### config.mk
export PLATFORM = sky130hd
export DESIGN_NAME = metu_divu
export DESIGN_NICKNAME = d
export VERILOG_FILES = /design/src/hw/rtl/metu_pkg.sv /design/src/hw/rtl/metu_divu.sv
export SDC_FILE = /design/constraint.sdc
export NUM_CORES = 1
export LEC_CHECK = 0
export BUFFER_PORTS_ARGS = -buffer_cell sky130_fd_sc_hd__buf_2
export CAP_MARGIN = 20
export CORE_MARGIN = 2
export CORE_UTILIZATION = 49
export DETAILED_ROUTE_END_ITERATION = 8
export HOLD_SLACK_MARGIN = 0.1
export PLACE_DENSITY = 0.84
export SLEW_MARGIN = 30
export SYNTH_ARGS = -nofsm -noshare
export SYNTH_HDL_FRONTEND = slang
export SYNTH_SLANG_ARGS = --single-unit
### constraint.sdc
create_clock -name clk -period 2.21 [get_ports clk]
set_input_delay 0.221 -clock clk [delete_from_list [all_inputs] [get_ports clk]]
set_output_delay 0.221 -clock clk [all_outputs]
set_load 0.01 [all_outputs]
### src/hw/rtl/metu_pkg.sv
// ----------------------------------------------------------------------------
// metu_pkg
// Shared types, register indexes and reset constants of the multi-turn
// encoder tracker.
// ----------------------------------------------------------------------------
package metu_pkg;

    localparam int ACC_WIDTH_DEF = 32;
    localparam int CFG_IDX_W     = 3;
    localparam int CFG_DATA_W    = 16;
    localparam int DIVISOR_W     = 16;

    localparam logic [15:0] CPR_RESET   = 16'd8192;
    localparam logic [7:0]  GEAR_RESET  = 8'd19;
    localparam logic [14:0] TOL_RESET   = 15'd10;
    localparam logic [15:0] LIMIT_RESET = 16'd256;
    localparam logic        EN_RESET    = 1'b0;
    localparam logic [15:0] STILL_MAX   = 16'hFFFF;

    typedef enum logic [CFG_IDX_W-1:0] {
        REG_COUNTS_PER_REV  = 3'd0,
        REG_GEAR_RATIO      = 3'd1,
        REG_STALL_TOLERANCE = 3'd2,
        REG_STALL_LIMIT     = 3'd3,
        REG_STALL_ENABLE    = 3'd4
    } cfg_reg_t;

    typedef enum logic [2:0] {
        ST_IDLE,
        ST_DELTA,
        ST_UPDATE,
        ST_MUL_A,
        ST_DIV_A,
        ST_MUL_R,
        ST_DIV_R,
        ST_DONE
    } metu_state_t;

    typedef struct packed {
        logic busy;
        logic done;
    } div_stat_t;

endpackage

### src/hw/rtl/metu_divu.sv
// ----------------------------------------------------------------------------
// metu_divu
// Iterative unsigned restoring divider, one quotient bit per cycle.
// ----------------------------------------------------------------------------
module metu_divu
    import metu_pkg::*;
#(
    parameter int DW = ACC_WIDTH_DEF + 8
)
(
    input  logic                 clk,
    input  logic                 rst_n,
    input  logic                 start,
    input  logic [DW-1:0]        dividend,
    input  logic [DIVISOR_W-1:0] divisor,
    output logic [DW-1:0]        quotient,
    output div_stat_t            stat
);

    localparam int CW = $clog2(DW + 1);

    logic [DIVISOR_W:0]   rem_reg;
    logic [DIVISOR_W:0]   rem_next;
    logic [DW-1:0]        work_reg;
    logic [DW-1:0]        work_next;
    logic [DIVISOR_W-1:0] dvs_reg;
    logic [CW-1:0]        cnt_reg;
    logic                 busy_reg;
    logic                 done_reg;
    logic [DIVISOR_W:0]   rem_sh;
    logic                 fits;

    // remainder stays below the divisor, so one spare bit covers the shift
    always_comb
    begin
        rem_sh    = {rem_reg[DIVISOR_W-1:0], work_reg[DW-1]};
        fits      = rem_sh >= {1'b0, dvs_reg};
        rem_next  = fits ? (rem_sh - {1'b0, dvs_reg}) : rem_sh;
        work_next = {work_reg[DW-2:0], fits};
    end

    always_ff @(posedge clk or negedge rst_n)
    begin
        if (!rst_n)
        begin
            busy_reg <= 1'b0;
            done_reg <= 1'b0;
            cnt_reg  <= '0;
            rem_reg  <= '0;
            work_reg <= '0;
            dvs_reg  <= '0;
        end
        else
        begin
            done_reg <= 1'b0;
            if (start)
            begin
                busy_reg <= 1'b1;
                cnt_reg  <= CW'(DW);
                rem_reg  <= '0;
                work_reg <= dividend;
                dvs_reg  <= divisor;
            end
            else if (busy_reg)
            begin
                rem_reg  <= rem_next;
                work_reg <= work_next;
                cnt_reg  <= cnt_reg - CW'(1);
                if (cnt_reg == CW'(1))
                begin
                    busy_reg <= 1'b0;
                    done_reg <= 1'b1;
                end
            end
        end
    end

    assign quotient  = work_reg;
    assign stat.busy = busy_reg;
    assign stat.done = done_reg;

endmodule

==> summary.md <==
| Metric | Value |
|---|---|
| Largest net degree at the start of global routing | ~110 |
| Arrival @ worst endpoint | 2.69 ns |
| Final nets | roughly 750 |
| CP bufs+invs | 1 |
| Seq/Total Area, Yosys | 0.446 |
| Min-delay worst type | primary input to flip-flop |
| CTS sink cnt | 80 |
| Avg WL per Cell | 17.3 µm |
| Max rail drop VDD | 0.560 mV |
| Largest area contributor in the netlist | dfrtp_1 |
| Final hold viol count | 0 |
| CTS clk-pin slew, worst paths | 0.09 ns |
| Layout cell share with drive strength beyond 1 | 0.347 |
| Slowest stage delay, CP | between 0.3 and 0.4 ns |
| Failing checks | negative setup slack |
| Max Root-Sink Buffers | 2 |
| DIE AREA | 9940 µm² |
| DPL Wire Length | 7680 µm |
| Fmax | 0.413 GHz |
| Area grow syn2layout | 46.1% |
| TritonRoute pass-1 iters | 6 |
| Power Dens Cells | 597 nW/µm² |
| GPL Wtd Cong | 0.979 |
| Starting Density | 0.510 |
| Max Fanout on Critical Path | 3 |
| Total number of vias | 4420 |
| Slew @ Worst Pin | around 0.63 ns |
| Final worst-path cycle share | 1.09 |
| Worst Hold Margin | 0.0923 ns |
| Cells along the critical path | inv_2 > ha_4 > fa_2 > nor2b_4 > o2111ai_2 > nand4b_1 > nand2_2 > a211oi_2 > o211ai_1 > a311oi_2 |
| Dpl ws | -0.299 ns |
| #FFs+latches synth | 80 |
| Share of the synthesized area in the top cell type | 0.446 |
| Routed WL | 13500 µm |
| FFs w/ async S/R, synth | 1.00 |
| Worst-Skew Late Latency | between 0.3 and 0.4 ns |
| Slew Limit Headroom | 0.574 |
| EDFF count, synth | 0 |
| Largest register FFs | 40 |
| Total CTS buffers | 9 |
| Die height | roughly 100 µm |
| Initial DRC Count | 353 |
| Critical path type | flip-flop to flip-flop |
| Final core occ | 0.745 |
| DRC | 0 |
| ANT cells | 0 |
| Vias in the first global route | ~4400 |
| Number of H-tree levels | 3 |
| Routed vias/inst | 5.64 |
| Total gr overflow | 0 |
| Row cnt | 34 |
| Synth top area cells | dfrtp_1, mux2i_1, o21ai_0 |
| Fin crit period | 2.42 ns |
| Cells after Synth | 479 |
| Core ar. | 8810 µm² |
| Initial antenna violation count | 0 |
| Top Ports | a little over 100 |
| Status | finished with violations |
| Post-synth net total | 557 |
| Final worst setup slack | -0.210 ns |
| IO Port Bufs | 100 |
| CP delay by family, top | compound AO/OA/AOI/OAI gates |
| Final ANT Viol Nets | 0 |
| CTS tree | done |
| Critical path required time | roughly 2.5 ns |
| Pleak | 0.00338 µW |
| Syn avg cell area | between 9 and 10 µm² |
| RSZ-0062 raised after global routing | true |
| Slowest-stage cell, CP | dfrtp_1 |
| Global-route wire length before repair | 21000 µm |
| Mapped Area | 4490 µm² |
| Ys Warns | 0 |
| Total GRT Usage | 0.265 |
| Skew final | just over 0.009 ns |
| Setup crit start kind | flip-flop |
| Crit end category | flip-flop |
| Max-Cap Viols | 0 |
| Die width | 99.7 µm |
| Yosys cell types | 53 |
| Root Driver | clkbuf_8 |
| Final setup violating endpoints | 14 |
| Post-synth top flop | dfrtp_1 |
| Power, Total | 3910 µW |
| Fin. max-slew vios | 0 |
## metrics by stage
| stage | TNS (ns) | area, µm² | cells |
|---|---|---|---|
| finish | -1.32 | 6560 | 783 |
| global route | -2.51 | 6560 | 783 |
| CTS | -0.798 | 6360 | 775 |
| detailed placement | -3.18 | 5360 | 696 |
| global placement | -1.08 | 5360 | 696 |
| floorplan | 0 | 4520 | 479 |
## power breakdown
group	switching, µW	total (µW)	internal [µW]
logic	508	998	490
registers	102	1680	1580
clock network	589	1230	643
## synth_stat cells, types with 2 or more instances
cell type and count:
nor2_1 30, ha_1 18, xor2_1 3, mux2i_1 41, nand4_1 2, nand2b_1 4, buf_4 4, a221o_1 2
inv_1 22, dfrtp_1 80, o2111ai_1 2, buf_2 4, and3_1 3, clkbuf_1 24, nand2_1 79, nand4b_1 3
xnor2_1 12, nand3b_1 2, a211oi_1 4, nor2b_1 5, a21o_1 4, a31oi_1 5, and2_1 3, o21bai_1 2
nor3_1 3, o21a_1 2, and4b_1 3, a21oi_1 9, o311ai_0 2, nand3_1 5, mux2_4 2, o21ai_0 65
a311oi_1 9, a211oi_2 2
## path summary, 6_finish.rpt
| path | slack (ns) | from | end | cells after the start |
|---|---|---|---|---|
| setup / recovery | -0.21 | quotient[39]$_DFFE_PN0P_ | rem_reg[12]$_DFFE_PN0P_ | 10 |
| hold / removal | 0.09 | dividend[27] | quotient[27]$_DFFE_PN0P_ | 3 |
| setup reg to reg | -0.21 | quotient[39]$_DFFE_PN0P_ | rem_reg[12]$_DFFE_PN0P_ | 10 |
| hold reg to reg | 0.55 | dvs_reg[13]$_DFFE_PN0P_ | dvs_reg[13]$_DFFE_PN0P_ | 2 |
| max in group asynchronous | 1.29 | rst_n | busy_reg$_DFF_PN0_ | 3 |
| min in group asynchronous | 0.31 | rst_n | rem_reg[8]$_DFFE_PN0P_ | 2 |
## worst min-delay path: cells and delay by family
| kind | cells | cell delay [ns] |
|---|---|---|
| compound gates | 1 | 0.08 |
| simple gates | 1 | 0.04 |
| buf+inv | 1 | 0.07 |
## layer usage
layer | share of wire | up-vias | track usage
met5 | 0 | - | 0
met3 | 0.058 | 35 | 0.0457
met1 | 0.40 | 2127 | 0.324
li1 | - | 2061 | -
met2 | 0.52 | 197 | 0.458
met4 | 0.027 | 0 | 0.120
## cell usage in the layout, fill, tap and decap left out, types with 3 or more instances in the layout
cell,synthesis,final
a211oi_2,2,4
a21o_1,4,4
a21oi_1,9,5
a21oi_2,0,4
a311oi_2,0,8
and2_1,3,3
and4b_1,3,3
buf_2,4,99
buf_4,4,55
buf_6,0,3
clkbuf_8,0,9
dfrtp_1,80,79
dlygate4sd3_1,0,54
ha_1,18,6
ha_4,0,10
inv_1,22,17
inv_2,0,5
mux2i_1,41,41
nand2_1,79,76
nand2_2,0,3
nand2b_1,4,4
nand3_1,5,4
nand4b_1,3,3
nor2_1,30,28
nor2b_1,5,3
nor3_1,3,3
o21ai_0,65,63
xnor2_1,12,12
xor2_1,3,3
## kinds of logic after synthesis
kind of cell	Yosys count	synth area share
xor gates and xnor gates	15	0.0293
buffers and inverters	55	0.0504
muxes	44	0.101
DFF	80	0.446
and+or+nand+nor	148	0.151
AOI/OAI and AO/OA	118	0.168
adders and majority gates	19	0.0546
## timing repair
action                                 4_1_cts  5_1_grt
pin swaps                                   17       20
hold buffers                                54        0
endpoints found under the hold margin       80        0
gates cloned                                 0        1
setup buffers                                9        7
resized for setup                           32       29
setup endpoints to repair                   17       17
## final cells by class
class | count | area (µm²)
multi-input cells | 344 | 2590
clock inverters | 6 | 91.3
fillers | 549 | 2250
inverters | 22 | 82.6
clock buffers | 10 | 128
flip-flops and latches | 80 | 2010
well taps | 108 | 135
repair buffers | 213 | 1520
Power figures use the tool's default switching activity.
